### src/hw/rtl/jsc_pkg.sv
package jsc_pkg;

  localparam int unsigned MAX_DEPTH = 32;
  localparam int unsigned LEVEL_W   = $clog2(MAX_DEPTH + 1);
  localparam int unsigned IDX_W     = $clog2(MAX_DEPTH);
  localparam int unsigned NEST_W    = 6;

  typedef enum logic [1:0] {
    V_ACC  = 2'd0,
    V_WS   = 2'd1,
    V_REJ  = 2'd2,
    V_DEEP = 2'd3
  } verdict_e;

  typedef enum logic [3:0] {
    PH_OPEN   = 4'd0,
    PH_VALUE  = 4'd1,
    PH_AWAIT  = 4'd2,
    PH_CLOSED = 4'd3,
    PH_KEY    = 4'd4,
    PH_COLON  = 4'd5,
    PH_VWAIT  = 4'd6
  } phase_e;

  typedef enum logic [2:0] {
    K_NONE    = 3'd0,
    K_ARRAY   = 3'd1,
    K_OBJECT  = 3'd2,
    K_STRING  = 3'd3,
    K_NUMBER  = 3'd4,
    K_LITERAL = 3'd5
  } kind_e;

  // leaf state codes
  localparam logic [5:0] S_NONE    = 6'd0;
  localparam logic [5:0] S_OPEN    = 6'd1;
  localparam logic [5:0] S_ESC     = 6'd2;
  localparam logic [5:0] S_U0      = 6'd3;
  localparam logic [5:0] S_U1      = 6'd4;
  localparam logic [5:0] S_U2      = 6'd5;
  localparam logic [5:0] S_U3      = 6'd6;
  localparam logic [5:0] S_CLOSED  = 6'd7;
  localparam logic [5:0] N_NEG     = 6'd8;
  localparam logic [5:0] N_ZERO    = 6'd9;
  localparam logic [5:0] N_INT     = 6'd10;
  localparam logic [5:0] N_DEC     = 6'd11;
  localparam logic [5:0] N_FRAC    = 6'd12;
  localparam logic [5:0] N_EXP     = 6'd13;
  localparam logic [5:0] N_ESIGN   = 6'd14;
  localparam logic [5:0] N_EDIG    = 6'd15;
  localparam logic [5:0] LIT_BASE  = 6'd16;
  localparam logic [5:0] LIT_COUNT = 6'd13;
  localparam logic [5:0] LIT_FALSE = 6'd20;
  localparam logic [5:0] LIT_NULL  = 6'd25;
  localparam logic [5:0] LIT_TRUE_END  = 6'd19;
  localparam logic [5:0] LIT_FALSE_END = 6'd24;
  localparam logic [5:0] LIT_NULL_END  = 6'd28;

  // characters
  localparam logic [7:0] CH_SPACE  = 8'h20;
  localparam logic [7:0] CH_TAB    = 8'h09;
  localparam logic [7:0] CH_CR     = 8'h0D;
  localparam logic [7:0] CH_QUOTE  = 8'h22;
  localparam logic [7:0] CH_PLUS   = 8'h2B;
  localparam logic [7:0] CH_COMMA  = 8'h2C;
  localparam logic [7:0] CH_MINUS  = 8'h2D;
  localparam logic [7:0] CH_DOT    = 8'h2E;
  localparam logic [7:0] CH_0      = 8'h30;
  localparam logic [7:0] CH_9      = 8'h39;
  localparam logic [7:0] CH_COLON  = 8'h3A;
  localparam logic [7:0] CH_UA     = 8'h41;
  localparam logic [7:0] CH_UE     = 8'h45;
  localparam logic [7:0] CH_UF     = 8'h46;
  localparam logic [7:0] CH_LBRACK = 8'h5B;
  localparam logic [7:0] CH_BSL    = 8'h5C;
  localparam logic [7:0] CH_RBRACK = 8'h5D;
  localparam logic [7:0] CH_LA     = 8'h61;
  localparam logic [7:0] CH_LB     = 8'h62;
  localparam logic [7:0] CH_LE     = 8'h65;
  localparam logic [7:0] CH_LF     = 8'h66;
  localparam logic [7:0] CH_LL     = 8'h6C;
  localparam logic [7:0] CH_LN     = 8'h6E;
  localparam logic [7:0] CH_LR     = 8'h72;
  localparam logic [7:0] CH_LS     = 8'h73;
  localparam logic [7:0] CH_LT     = 8'h74;
  localparam logic [7:0] CH_LU     = 8'h75;
  localparam logic [7:0] CH_LBRACE = 8'h7B;
  localparam logic [7:0] CH_RBRACE = 8'h7D;

  typedef struct packed {
    logic       restart;
    logic [7:0] char_in;
  } in_beat_t;

  typedef struct packed {
    logic [1:0]        verdict;
    logic              doc_valid;
    logic [NEST_W-1:0] nest_depth;
  } out_beat_t;

  typedef struct packed {
    logic   obj;
    phase_e ph;
  } frame_t;

  typedef struct packed {
    frame_t             top;
    logic [LEVEL_W-1:0] level;
    logic               root_chosen;
    logic [5:0]         leaf_state;
    logic               leaf_active;
  } state_t;

  typedef struct packed {
    logic   we;
    frame_t frame;
  } push_t;

  localparam state_t STATE_RESET = '{
    top:         '{obj: 1'b0, ph: PH_OPEN},
    level:       '0,
    root_chosen: 1'b0,
    leaf_state:  S_NONE,
    leaf_active: 1'b0
  };

  function automatic logic is_ws(input logic [7:0] c);
    return (c == CH_SPACE) || (c >= CH_TAB && c <= CH_CR);
  endfunction

  function automatic logic is_dig(input logic [7:0] c);
    return (c >= CH_0) && (c <= CH_9);
  endfunction

  function automatic logic is_hex(input logic [7:0] c);
    return is_dig(c) || (c >= CH_LA && c <= CH_LF) || (c >= CH_UA && c <= CH_UF);
  endfunction

  function automatic kind_e value_kind(input logic [7:0] c);
    kind_e k;
    k = K_NONE;
    if (c == CH_LBRACK) k = K_ARRAY;
    else if (c == CH_LBRACE) k = K_OBJECT;
    else if (c == CH_QUOTE) k = K_STRING;
    else if (c == CH_MINUS || is_dig(c)) k = K_NUMBER;
    else if (c == CH_LT || c == CH_LF || c == CH_LN) k = K_LITERAL;
    return k;
  endfunction

  function automatic logic leaf_valid(input logic [5:0] s);
    return s == S_CLOSED || s == N_ZERO || s == N_INT || s == N_FRAC || s == N_EDIG ||
           s == LIT_TRUE_END || s == LIT_FALSE_END || s == LIT_NULL_END;
  endfunction

  // next expected byte of a literal word, zero once the word is done
  function automatic logic [7:0] lit_next(input logic [5:0] i);
    logic [7:0] e;
    case (i)
      6'd0:    e = CH_LR;
      6'd1:    e = CH_LU;
      6'd2:    e = CH_LE;
      6'd4:    e = CH_LA;
      6'd5:    e = CH_LL;
      6'd6:    e = CH_LS;
      6'd7:    e = CH_LE;
      6'd9:    e = CH_LU;
      6'd10:   e = CH_LL;
      6'd11:   e = CH_LL;
      default: e = 8'h00;
    endcase
    return e;
  endfunction

  function automatic logic [5:0] leaf_start(input logic [7:0] c);
    logic [5:0] s;
    if (c == CH_QUOTE) s = S_OPEN;
    else if (c == CH_MINUS) s = N_NEG;
    else if (c == CH_0) s = N_ZERO;
    else if (is_dig(c)) s = N_INT;
    else if (c == CH_LT) s = LIT_BASE;
    else if (c == CH_LF) s = LIT_FALSE;
    else s = LIT_NULL;
    return s;
  endfunction

  // zero means the byte does not fit the leaf
  function automatic logic [5:0] leaf_step(input logic [5:0] s, input logic [7:0] c);
    logic [5:0] r;
    logic [7:0] e;
    logic       expo;
    r = S_NONE;
    e = lit_next(6'(s - LIT_BASE));
    expo = (c == CH_LE) || (c == CH_UE);
    case (s)
      S_OPEN: r = (c == CH_BSL) ? S_ESC : ((c == CH_QUOTE) ? S_CLOSED : S_OPEN);
      S_ESC: begin
        if (c == CH_LU) r = S_U0;
        else if (c == CH_LB || c == CH_LF || c == CH_LN || c == CH_LR || c == CH_LT ||
                 c == CH_QUOTE || c == CH_BSL) r = S_OPEN;
      end
      S_U0, S_U1, S_U2: r = is_hex(c) ? 6'(s + 6'd1) : S_NONE;
      S_U3: r = is_hex(c) ? S_OPEN : S_NONE;
      N_NEG: r = is_dig(c) ? ((c == CH_0) ? N_ZERO : N_INT) : S_NONE;
      N_INT: begin
        if (is_dig(c)) r = N_INT;
        else if (c == CH_DOT) r = N_DEC;
        else if (expo) r = N_EXP;
      end
      N_ZERO: begin
        if (c == CH_DOT) r = N_DEC;
        else if (expo) r = N_EXP;
      end
      N_DEC: r = is_dig(c) ? N_FRAC : S_NONE;
      N_FRAC: begin
        if (is_dig(c)) r = N_FRAC;
        else if (expo) r = N_EXP;
      end
      N_EXP: begin
        if (c == CH_PLUS || c == CH_MINUS) r = N_ESIGN;
        else if (is_dig(c)) r = N_EDIG;
      end
      N_ESIGN, N_EDIG: r = is_dig(c) ? N_EDIG : S_NONE;
      default: begin
        if (s >= LIT_BASE && s < 6'(LIT_BASE + LIT_COUNT) && e != 8'h00 && c == e)
          r = 6'(s + 6'd1);
      end
    endcase
    return r;
  endfunction

endpackage

### src/hw/rtl/jsc_step.sv
module jsc_step (
  input  jsc_pkg::state_t cur_i,
  input  jsc_pkg::frame_t below_i,
  input  logic [7:0]      char_i,
  output jsc_pkg::state_t nxt_o,
  output jsc_pkg::push_t  push_o,
  output logic [1:0]      verdict_o,
  output logic            doc_valid_o
);
  import jsc_pkg::*;

  logic [7:0] closer;
  logic [7:0] pcloser;
  kind_e      kind;
  logic [5:0] ns;
  logic       deep;
  logic       ws;
  logic       sep;
  verdict_e   vd;
  state_t     nxt;
  push_t      push;

  always_comb begin
    nxt     = cur_i;
    push    = '0;
    vd      = V_REJ;
    closer  = cur_i.top.obj ? CH_RBRACE : CH_RBRACK;
    pcloser = below_i.obj ? CH_RBRACE : CH_RBRACK;
    kind    = value_kind(char_i);
    ns      = leaf_step(cur_i.leaf_state, char_i);
    deep    = cur_i.level >= LEVEL_W'(MAX_DEPTH);
    ws      = is_ws(char_i);
    sep     = char_i == CH_COMMA;

    if (cur_i.leaf_active) begin
      if (ns != S_NONE) begin
        vd = V_ACC;
        if (cur_i.level != '0 && cur_i.top.ph == PH_KEY && ns == S_CLOSED) begin
          nxt.leaf_active = 1'b0;
          nxt.leaf_state  = S_NONE;
          nxt.top         = '{obj: 1'b1, ph: PH_COLON};
        end else begin
          nxt.leaf_state = ns;
        end
      end else if (cur_i.level != '0 && cur_i.top.ph == PH_VALUE &&
                   leaf_valid(cur_i.leaf_state)) begin
        // leaf refused the byte, parent may take it
        if (ws) begin
          vd = V_WS;
        end else if (char_i == closer || sep) begin
          vd = V_ACC;
          nxt.leaf_active = 1'b0;
          nxt.leaf_state  = S_NONE;
          nxt.top.ph      = sep ? PH_AWAIT : PH_CLOSED;
        end
      end
    end else if (cur_i.level == '0) begin
      if (!cur_i.root_chosen) begin
        if (ws) begin
          vd = V_ACC;
        end else if (kind != K_NONE) begin
          vd = V_ACC;
          nxt.root_chosen = 1'b1;
          if (kind == K_ARRAY || kind == K_OBJECT) begin
            nxt.top   = '{obj: kind == K_OBJECT, ph: PH_OPEN};
            nxt.level = LEVEL_W'(1);
          end else begin
            nxt.leaf_state  = leaf_start(char_i);
            nxt.leaf_active = 1'b1;
          end
        end
      end
    end else begin
      unique case (cur_i.top.ph)
        PH_OPEN, PH_AWAIT, PH_VWAIT: begin
          if (cur_i.top.ph == PH_OPEN && char_i == closer) begin
            vd = V_ACC;
            nxt.top.ph = PH_CLOSED;
          end else if (ws) begin
            vd = V_WS;
          end else if (cur_i.top.obj && cur_i.top.ph != PH_VWAIT) begin
            if (char_i == CH_QUOTE) begin
              vd = V_ACC;
              nxt.leaf_state  = S_OPEN;
              nxt.leaf_active = 1'b1;
              nxt.top.ph      = PH_KEY;
            end
          end else if (kind == K_ARRAY || kind == K_OBJECT) begin
            if (deep) begin
              vd = V_DEEP;
            end else begin
              vd = V_ACC;
              push.we    = 1'b1;
              push.frame = '{obj: cur_i.top.obj, ph: PH_VALUE};
              nxt.top    = '{obj: kind == K_OBJECT, ph: PH_OPEN};
              nxt.level  = LEVEL_W'(cur_i.level + LEVEL_W'(1));
            end
          end else if (kind != K_NONE) begin
            vd = V_ACC;
            nxt.top.ph      = PH_VALUE;
            nxt.leaf_state  = leaf_start(char_i);
            nxt.leaf_active = 1'b1;
          end
        end
        PH_COLON: begin
          if (ws) begin
            vd = V_WS;
          end else if (char_i == CH_COLON) begin
            vd = V_ACC;
            nxt.top.ph = PH_VWAIT;
          end
        end
        PH_CLOSED: begin
          // closed child goes back to its parent
          if (cur_i.level != LEVEL_W'(1)) begin
            if (ws) begin
              vd = V_WS;
            end else if (char_i == pcloser || sep) begin
              vd = V_ACC;
              nxt.level = LEVEL_W'(cur_i.level - LEVEL_W'(1));
              nxt.top   = '{obj: below_i.obj, ph: sep ? PH_AWAIT : PH_CLOSED};
            end
          end
        end
        default: vd = V_REJ;
      endcase
    end
  end

  assign nxt_o       = nxt;
  assign push_o      = push;
  assign verdict_o   = vd;
  assign doc_valid_o = (nxt.level == LEVEL_W'(1) && nxt.top.ph == PH_CLOSED) ||
                       (nxt.leaf_active && nxt.level == '0 && leaf_valid(nxt.leaf_state));

endmodule

### config.mk
export PLATFORM = sky130hd
export DESIGN_NAME = jsc_step
export DESIGN_NICKNAME = d
export VERILOG_FILES = /design/src/hw/rtl/jsc_pkg.sv /design/src/hw/rtl/jsc_step.sv
export SDC_FILE = /design/constraint.sdc
export NUM_CORES = 1
export LEC_CHECK = 0
export ABC_AREA = 0
export CORE_MARGIN = 3
export CORE_UTILIZATION = 30
export DETAILED_ROUTE_END_ITERATION = 10
export DONT_BUFFER_PORTS = 1
export GPL_TIMING_DRIVEN = 0
export PLACE_DENSITY = 0.5
export SLEW_MARGIN = 30
export SYNTH_ARGS = -nofsm -noshare
export SYNTH_HDL_FRONTEND = slang
export SYNTH_SLANG_ARGS = --single-unit
### constraint.sdc
create_clock -name vclk -period 5.8
set_input_delay 1.16 -clock vclk [all_inputs]
set_output_delay 1.16 -clock vclk [all_outputs]
set_load 0.05 [all_outputs]
==> flow_metrics.py, run 1 <==
metrics = {
    "sta": {
        "slew_violations": 0,
        "worstMarginPinSlew_ns": 0.981,
        "rsz0062_at_grt": "no",
        "whs_ns": 2.58,
        "fin_crit_ns": 5.59,
        "fin_ws_ns": 0.211,
        "setup_viol": 0,
        "hold_violations": 0,
        "max_freq_mhz": 179,
        "fin_crit_sh_pct": 96.4,
        "relSlewSlack_pct": 34.8,
    },
    "pwr": {
        "total_power_mw": 0.224,
        "power_frac_seq_pct": 0,
        "internal_power_mw": 0.0670,
        "p_leak_nw": 1.19,
        "switchingPower_mw": 0.157,
        "p_sw_share_pct": 70.1,
        "p_comb_share_pct": 100.0,
        "peakVddDrop_v": 0.0000203,
        "power.density_nw_per_um2": 66.4,
        "clkPwrFrac_pct": 0,
    },
    "detailed_routing": {
        "drtAntennaViolNets": 0,
        "viasPerCell": 6.33,
        "dr.pass1.iters": 5,
        "first_iter_violations": 412,
        "drc": 0,
        "wl_per_cell_um": 20.8,
        "wirelength_um": 12700,
        "vias": 3872,
    },
    "die": {
        "die_y_um": 107,
        "design.core.area_um2": 9820,
        "num_io_pins": 60,
        "die-width_um": 107,
        "dieArea_um2": 11400,
        "rows": 36,
        "start_util_pct": 31.1,
    },
    "critical_path": {
        "worstSetupStartpointType": "primary input",
        "crit_type": "in -> out",
        "required_ns": 4.64,
        "startpoint": "cur_i[1]",
        "end_kind": "primary output",
        "arrival_ns": 4.43,
        "path_max_fanout": 9,
    },
    "placed_design": {
        "placed_cell_area_um2": 3290,
        "gp_congestion": 0.962,
        "portBuffers": 0,
        "place_ws_ns": -0.210,
        "place_hpwl_um": 10000,
    },
    "synth": {
        "synth_top_cells_by_area": "nor2_1 5.9%, a21oi_1 5.2%, nand2_1 4.5%",
        "ys_warn_count": 0,
        "synth_cells": 477,
        "synth_top_cell_area_share_pct": 5.90,
        "synth_seq_area_share_pct": 0,
        "avgSynthCellArea_um2": 6.41,
        "netlist_area_um2": 3060,
        "synth_cell_types": 89,
        "yosys-top-cells-count": "48 x nor2_1, 37 x nand2_1, 32 x a21oi_1",
        "yosysTopAreaCell": "nor2_1",
        "yosysMostFrequentCell": "nor2_1",
    },
    "global_route": {
        "grt_max_degree": 11,
        "overflow": 0,
        "grt_usage_pct": 21.4,
        "grt_pass1_vias": 3754,
        "antenna_found_initial": 0,
        "grt_pass1_wl_um": 20200,
    },
    "finish": {
        "seq_cell_count": 0,
        "regArea_um2": 0,
        "finalInstanceArea_um2": 3370,
        "diodes": 0,
        "area_growth_pct": 10.4,
        "drive_gt1_share_pct": 17.5,
        "nClkBuffers": 0,
        "utilization_pct": 34.3,
        "final_nets": 524,
    },
    "flow_run": {
        "drv_cap": 0,
    },
    "outcome": {
        "outcome": "complete, no violations",
    },
    "hold_path": {
        "hp-start": "cur_i[13]",
        "holdPathStages": 1,
        "hold_path.class": "in -> out",
    },
    "clock_tree": {
        "post-cts-setup-buffers": 0,
    },
}
-- metal layers --
| metal | global-route usage [%] | part of all wire (%) | up-vias |
|---|---|---|---|
| li1 | - | - | 1845 |
| met1 | 29.7 | 44 | 1816 |
| met2 | 35.7 | 46 | 179 |
| met3 | 2.35 | 7.1 | 32 |
| met4 | 4.47 | 2.5 | 0 |
| met5 | 0 | 0 | - |
-- final cells by class --
cell class                      instances  area [um^2]
Fill cell                            1123         6450
Multi-Input combinational cell        417         2900
Buffer                                 39          215
Tap cell                              133          166
Inverter                               21         82.6
Timing Repair Buffer                    2         11.3
-- what timing repair did --
| item | in CTS | in global routing |
|---|---|---|
| pin swaps | 0 | 4 |
| endpoints found under the setup margin | 1 | 1 |
| gates resized for setup | 4 | 16 |
| hold buffers | 0 | 0 |
-- final timing paths --
kind	endpoint	slack, ns
max	doc_valid_o	0.21
min	nxt_o[13]	2.58
-- metrics by stage --
step | setup TNS, ns | std cells
2_1_floorplan | 0 | 479
3_3_place_gp | -0.503 | 612
3_5_place_dp | -0.210 | 614
4_1_cts | 0 | 613
5_1_grt | 0 | 612
6_report | 0 | 612
-- critical path: stages --
cell        delay (ns)
clkinvlp_4        0.13
ha_1              0.41
nor2b_2           0.23
a211o_1           0.15
a31oi_1           0.09
a32o_2            0.33
o31ai_4           0.35
inv_1             0.14
a211oi_4          0.65
mux2i_1           0.18
o41ai_2           0.30
a21o_2            0.29
-- cells in the final DEF, fill, tap and decap left out, types with 6 or more instances in the layout --
cell       n
ha_1       8
inv_1     19
nand3_1   21
nand4_1   14
a211oi_1   6
nor3_1    13
nand2b_1  10
clkbuf_1   9
buf_2     19
buf_4     11
nor2_1    48
nand2_1   37
o211ai_1   8
and2_1     8
o21ai_0   21
or4_1      6
and3_1     6
a21oi_1   30
nor4_1    12
nor2b_1   12
-- power groups by stage --
stage | registers, mW | logic [mW] | clock network (mW)
2_1_floorplan | 0 | 0.170 | 0
3_3_place_gp | 0 | 0.210 | 0
3_5_place_dp | 0 | 0.213 | 0
4_1_cts | 0 | 0.215 | 0
5_1_grt | 0 | 0.240 | 0
6_report | 0 | 0.224 | 0
-- kinds of logic (layout without fill, tap and decap cells) --
kind of cell | count (synthesis) | after routing | synth area share (%)
simple gates | 230 | 230 | 42.6
compound gates | 159 | 159 | 38.6
buf+inv | 62 | 62 | 9.87
fa+ha+maj | 11 | 11 | 4.50
xor+xnor | 8 | 8 | 2.29
mux | 6 | 6 | 2.01
other cells | 1 | 3 | 0.123
(Power assumes the default switching activity.)
==> inputs of run 2 (changes only) <==
--- a/config.mk
+++ b/config.mk
@@ -5,7 +5,8 @@
 export SDC_FILE = /design/constraint.sdc
 export NUM_CORES = 1
 export LEC_CHECK = 0
-export ABC_AREA = 0
+export ABC_AREA = 1
+export CAP_MARGIN = 5
 export CORE_MARGIN = 3
 export CORE_UTILIZATION = 30
 export DETAILED_ROUTE_END_ITERATION = 10
==> flow_metrics.py, run 2 <==
metrics = {
    "synth": {
        "synth_top_cells_by_area": "nand2_1 23%, nand3_1 11%, inv_1 8.8%",
        "synth_seq_area_share_pct": 0,
        "yosys-top-cells-count": "191 x nand2_1, 72 x inv_1, 69 x nand3_1",
        "synth_cell_types": 44,
        "avgSynthCellArea_um2": 4.94,
        "synth_cells": 623,
        "ys_warn_count": 0,
        "yosysMostFrequentCell": "nand2_1",
        "synth_top_cell_area_share_pct": 23.3,
        "netlist_area_um2": 3080,
        "yosysTopAreaCell": "nand2_1",
    },
    "sta": {
        "fin_crit_sh_pct": 95.0,
        "worstMarginPinSlew_ns": 0.998,
        "relSlewSlack_pct": 33.0,
        "setup_viol": 0,
        "hold_violations": 0,
        "finalSetupTns_ns": 0,
        "fin_crit_ns": 5.51,
        "rsz0062_at_grt": "no",
        "slew_violations": 0,
        "max_freq_mhz": 181,
        "fin_ws_ns": 0.290,
    },
    "die": {
        "start_util_pct": 31.2,
        "die_y_um": 107,
        "num_io_pins": 60,
        "rows": 36,
        "die-width_um": 107,
        "design.core.area_um2": 9860,
        "dieArea_um2": 11500,
    },
    "critical_path": {
        "path_max_fanout": 8,
        "startpoint": "cur_i[1]",
        "crit_type": "in -> out",
        "endpoint": "doc_valid_o",
        "path_cells": "inv_1, ha_1, o21ai_2, nand3_1, nand2_1, nand2_1, inv_1, nand2_1, nor2_1, nand4_1, a21oi_1, nand4_2, nand2_1, nand2_1, nand2_1, nand2_2, nand2_1, nand3_1, nand2_1, nand2_1, nand2_1",
        "worstSetupStartpointType": "primary input",
        "slowest_stage": "nand2_1",
        "cpMostUsedCell": "nand2_1",
        "required_ns": 4.64,
        "slowest_delay_ns": 0.35,
        "end_kind": "primary output",
        "arrival_ns": 4.35,
    },
    "placed_design": {
        "portBuffers": 0,
        "place_hpwl_um": 9870,
        "gp_congestion": 0.927,
        "place_ws_ns": 0.193,
        "placed_cell_area_um2": 3280,
    },
    "global_route": {
        "grt_pass1_vias": 3850,
        "antenna_found_initial": 0,
        "overflow": 0,
        "grt_usage_pct": 19.7,
        "grt_pass1_wl_um": 18800,
        "grt_max_degree": 11,
    },
    "finish": {
        "regArea_um2": 0,
        "final_common_cell": "nand2_1",
        "finalInstanceArea_um2": 3290,
        "area_growth_pct": 6.91,
        "final_nets": 672,
        "diodes": 0,
        "seq_cell_count": 0,
        "nClkBuffers": 0,
        "drive_gt1_share_pct": 13.7,
        "fill_cells": 1151,
        "final_cell_mix": "190 x nand2_1, 72 x inv_1, 69 x nand3_1, 68 x nor2_1, 24 x o21ai_0",
    },
    "detailed_routing": {
        "dr.pass1.iters": 5,
        "viasPerCell": 5.38,
        "wl_per_cell_um": 15.5,
        "first_iter_violations": 312,
        "wirelength_um": 11800,
        "drtAntennaViolNets": 0,
        "vias": 4086,
        "drc": 0,
    },
    "hold_path": {
        "hold_path.class": "in -> out",
    },
    "pwr": {
        "p_sw_share_pct": 75.2,
        "power_frac_seq_pct": 0,
        "power.density_nw_per_um2": 67.5,
        "switchingPower_mw": 0.167,
        "peakVddDrop_v": 0.0000301,
        "clkPwrFrac_pct": 0,
        "internal_power_mw": 0.0550,
        "p_comb_share_pct": 100.0,
        "p_leak_nw": 1.73,
    },
    "flow_run": {
        "drv_cap": 0,
    },
    "outcome": {
        "outcome": "complete, no violations",
    },
}
## run 2: changes by cell type in the layout (fill, tap and decap cells not counted), sizes merged, moves of 8 or more
cell / previous run / this run
a211oi: 8 / 0
o21ai: 30 / 38
inv: 19 / 89
and2: 8 / 0
nor4: 16 / 0
nand2b: 10 / 0
nand2: 38 / 206
nand3: 21 / 75
nor2: 48 / 91
nor2b: 13 / 0
buf: 32 / 13
## run 2: per-layer routing
layer  vias to the layer above  GRT usage [%]  part of all wire [%]
li1                       2043              -                     -
met1                      1852           24.4                    43
met2                       160           34.7                    48
met3                        31           3.24                   6.7
met4                         0           6.03                   2.7
met5                         -              0                     0
## run 2: power by group through the flow
stage	combinational [mW]	sequential [mW]	clock, mW
after global placement	0.217	0	0
final	0.222	0	0
after global routing	0.244	0	0
after CTS	0.219	0	0
after detailed placement	0.218	0	0
after floorplan	0.180	0	0
## run 2: kinds of logic (layout without fill, tap and decap cells)
group / Yosys count / in the layout / synth area share [%]
and+or+nand+nor: 406 / 406 / 61.3
buffers and inverters: 104 / 106 / 13.7
AOI/OAI and AO/OA: 93 / 93 / 18.0
adders and majority gates: 11 / 11 / 4.47
xor gates and xnor gates: 7 / 7 / 1.99
other: 1 / 3 / 0.122
muxes: 1 / 1 / 0.325
## run 2: worst min-delay path by stage
stage / slack (ns) / depth (start not counted) / end / start
5_1_grt: 2.55 / 2 / nxt_o[17] / cur_i[17]
2_1_floorplan: 2.57 / 2 / nxt_o[6] / cur_i[6]
3_3_place_gp: 2.59 / 2 / nxt_o[6] / cur_i[6]
4_1_cts: 2.53 / 2 / nxt_o[17] / cur_i[17]
3_5_place_dp: 2.53 / 2 / nxt_o[17] / cur_i[17]
6_report: 2.52 / 2 / nxt_o[17] / cur_i[17]
## run 2: final cells by class
| class | count | area [um^2] | area share, % |
|---|---|---|---|
| tap | 133 | 166 | 5.06 |
| multi-input combinational | 521 | 2690 | 81.8 |
| inverter | 90 | 338 | 10.3 |
| buffer | 14 | 85.1 | 2.58 |
| timing repair buffer | 2 | 11.3 | 0.342 |
## run 2: critical path, delay by kind of cell
family / cells / cell delay, ns
AO/OA/AOI/OAI: 2 / 0.49
adder cells (fa/ha/maj): 1 / 0.28
buffers and inverters: 2 / 0.17
AND/OR/NAND/NOR: 16 / 2.24
## run 2: stage by stage
step	hold WS, ns	cells	total power, mW	utilization, %
2_1_floorplan	2.57	625	0.180	-
3_3_place_gp	2.59	758	0.217	33.0
3_5_place_dp	2.53	760	0.218	33.3
4_1_cts	2.53	760	0.219	33.3
5_1_grt	2.55	760	0.244	33.4
6_report	2.52	760	0.222	33.4
## run 2: what timing repair did
action / CTS / global route
buffers inserted: 0 / 0
endpoints found under the setup margin: 0 / 1
gates resized for setup: 0 / 2
hold buffers: 0 / 0
==> inputs of run 3 (changes only) <==
--- a/config.mk
+++ b/config.mk
@@ -6,13 +6,12 @@
 export NUM_CORES = 1
 export LEC_CHECK = 0
 export ABC_AREA = 1
-export CAP_MARGIN = 5
 export CORE_MARGIN = 3
-export CORE_UTILIZATION = 30
+export CORE_UTILIZATION = 39
 export DETAILED_ROUTE_END_ITERATION = 10
 export DONT_BUFFER_PORTS = 1
 export GPL_TIMING_DRIVEN = 0
-export PLACE_DENSITY = 0.5
+export PLACE_DENSITY = 0.59
 export SLEW_MARGIN = 30
 export SYNTH_ARGS = -nofsm -noshare
 export SYNTH_HDL_FRONTEND = slang
==> flow_metrics.py, run 3 (same netlist as run 2, synthesis figures left out) <==
metrics = {
    "finish": {
        "seq_cell_count": 0,
        "nClkBuffers": 0,
        "drive_gt1_share_pct": 13.7,
        "final_common_cell": "nand2_1",
        "regArea_um2": 0,
        "final_cell_mix": "189 x nand2_1, 72 x inv_1, 69 x nand3_1, 68 x nor2_1, 24 x o21ai_0",
        "multi_input_area_um2": 2680,
        "final_nets": 672,
        "area_growth_pct": 5.24,
        "diodes": 0,
        "fill_cells": 872,
    },
    "detailed_routing": {
        "drc": 0,
        "drtAntennaViolNets": 0,
        "dr.pass1.iters": 5,
        "wirelength_um": 11300,
        "wl_per_cell_um": 15.6,
        "first_iter_violations": 336,
        "viasPerCell": 5.56,
        "vias": 4035,
    },
    "critical_path": {
        "required_ns": 4.64,
        "end_kind": "primary output",
        "path_max_fanout": 8,
        "crit_type": "in -> out",
        "worstSetupStartpointType": "primary input",
        "startpoint": "cur_i[1]",
        "arrival_ns": 4.37,
    },
    "die": {
        "die-width_um": 94.9,
        "rows": 31,
        "num_io_pins": 60,
        "dieArea_um2": 9000,
        "design.core.area_um2": 7450,
        "start_util_pct": 41.3,
        "die_y_um": 94.9,
    },
    "global_route": {
        "grt_max_degree": 11,
        "overflow": 0,
        "antenna_found_initial": 0,
        "grt_pass1_wl_um": 18200,
        "grt_pass1_vias": 3645,
        "grt_usage_pct": 25.0,
    },
    "flow_run": {
        "drv_cap": 0,
    },
    "pwr": {
        "clkPwrFrac_pct": 0,
        "internal_power_mw": 0.0544,
        "total_power_mw": 0.221,
        "peakVddDrop_v": 0.0000223,
        "power.density_nw_per_um2": 68.1,
        "p_comb_share_pct": 100.0,
        "switchingPower_mw": 0.166,
        "p_leak_nw": 1.73,
        "power_frac_seq_pct": 0,
        "p_sw_share_pct": 75.4,
    },
    "outcome": {
        "outcome": "complete, no violations",
    },
    "sta": {
        "max_freq_mhz": 181,
        "finalSetupTns_ns": 0,
        "fin_crit_sh_pct": 95.3,
        "fin_crit_ns": 5.53,
        "fin_ws_ns": 0.273,
        "rsz0062_at_grt": "no",
        "worstMarginPinSlew_ns": 1.01,
        "slew_violations": 0,
        "relSlewSlack_pct": 32.4,
        "hold_violations": 0,
        "setup_viol": 0,
    },
    "placed_design": {
        "gp_congestion": 0.967,
        "place_hpwl_um": 9450,
        "place_ws_ns": 0.213,
        "portBuffers": 0,
    },
    "clock_tree": {
        "postCtsHoldBufs": 0,
    },
    "hold_path": {
        "hold_path.class": "in -> out",
        "hp-start": "cur_i[17]",
    },
}
run 3: cell count changes in the layout (fill, tap and decap cells not counted):
cell,before,now
o21ai_2,3,2
a21oi_2,3,4
o21ai_1,11,12
nand2_2,14,15
nand2_1,190,189
a21oi_4,1,0
run 3: stage by stage:
step           util [%]  cells  hold WS (ns)  cell area (um^2)
6_report           43.5    726          2.52              3240
5_1_grt            43.5    726          2.53              3240
4_1_cts            43.4    726          2.52              3240
3_5_place_dp       43.4    726          2.52              3240
3_3_place_gp       43.1    724          2.60              3210
2_1_floorplan         -    625          2.57              3090
run 3: per-layer routing:
layer  vias up  part of all wire [%]  global-route usage [%]  wire length, um
met5         -                     0                       0                0
met4         0                  0.42                    2.04               48
met2       172                    43                    37.9             4820
met3         2                   8.0                    2.79              901
li1       2039                     -                       -                -
met1      1822                    49                    38.7             5550
run 3: worst max-delay path: stages:
cell	delay (ns)
inv_1	0.12
ha_1	0.26
o21ai_2	0.28
nand3_1	0.24
nand2_1	0.11
nand2_1	0.05
inv_1	0.05
nand2_1	0.05
nor2_1	0.18
nand3_1	0.17
nand2_1	0.11
nand2_1	0.05
nand2_1	0.10
nand4_2	0.25
nand3_1	0.24
o21ai_0	0.12
inv_1	0.36
nand3_1	0.19
nand2_2	0.27
run 3: cell type report:
type	count	area share [%]
Buffer	14	2.63
Inverter	90	10.4
Multi-Input combinational cell	521	82.8
Tap cell	99	3.82
Timing Repair Buffer	2	0.347
run 3: path summary, 6_finish.rpt:
check | end | slack [ns] | cells past startpoint
setup / recovery | doc_valid_o | 0.27 | 19
hold / removal | nxt_o[17] | 2.52 | 2
run 3: repair_timing:
item | CTS | global route
setup endpoints to repair | 0 | 1
gates resized for setup | 0 | 2
buffers inserted | 0 | 0
endpoints found under the hold margin | 0 | 0
run 3: power groups by stage:
stage          Clock (mW)  Combinational (mW)  Sequential (mW)
2_1_floorplan           0               0.180                0
3_3_place_gp            0               0.215                0
3_5_place_dp            0               0.216                0
4_1_cts                 0               0.217                0
5_1_grt                 0               0.241                0
6_report                0               0.221                0
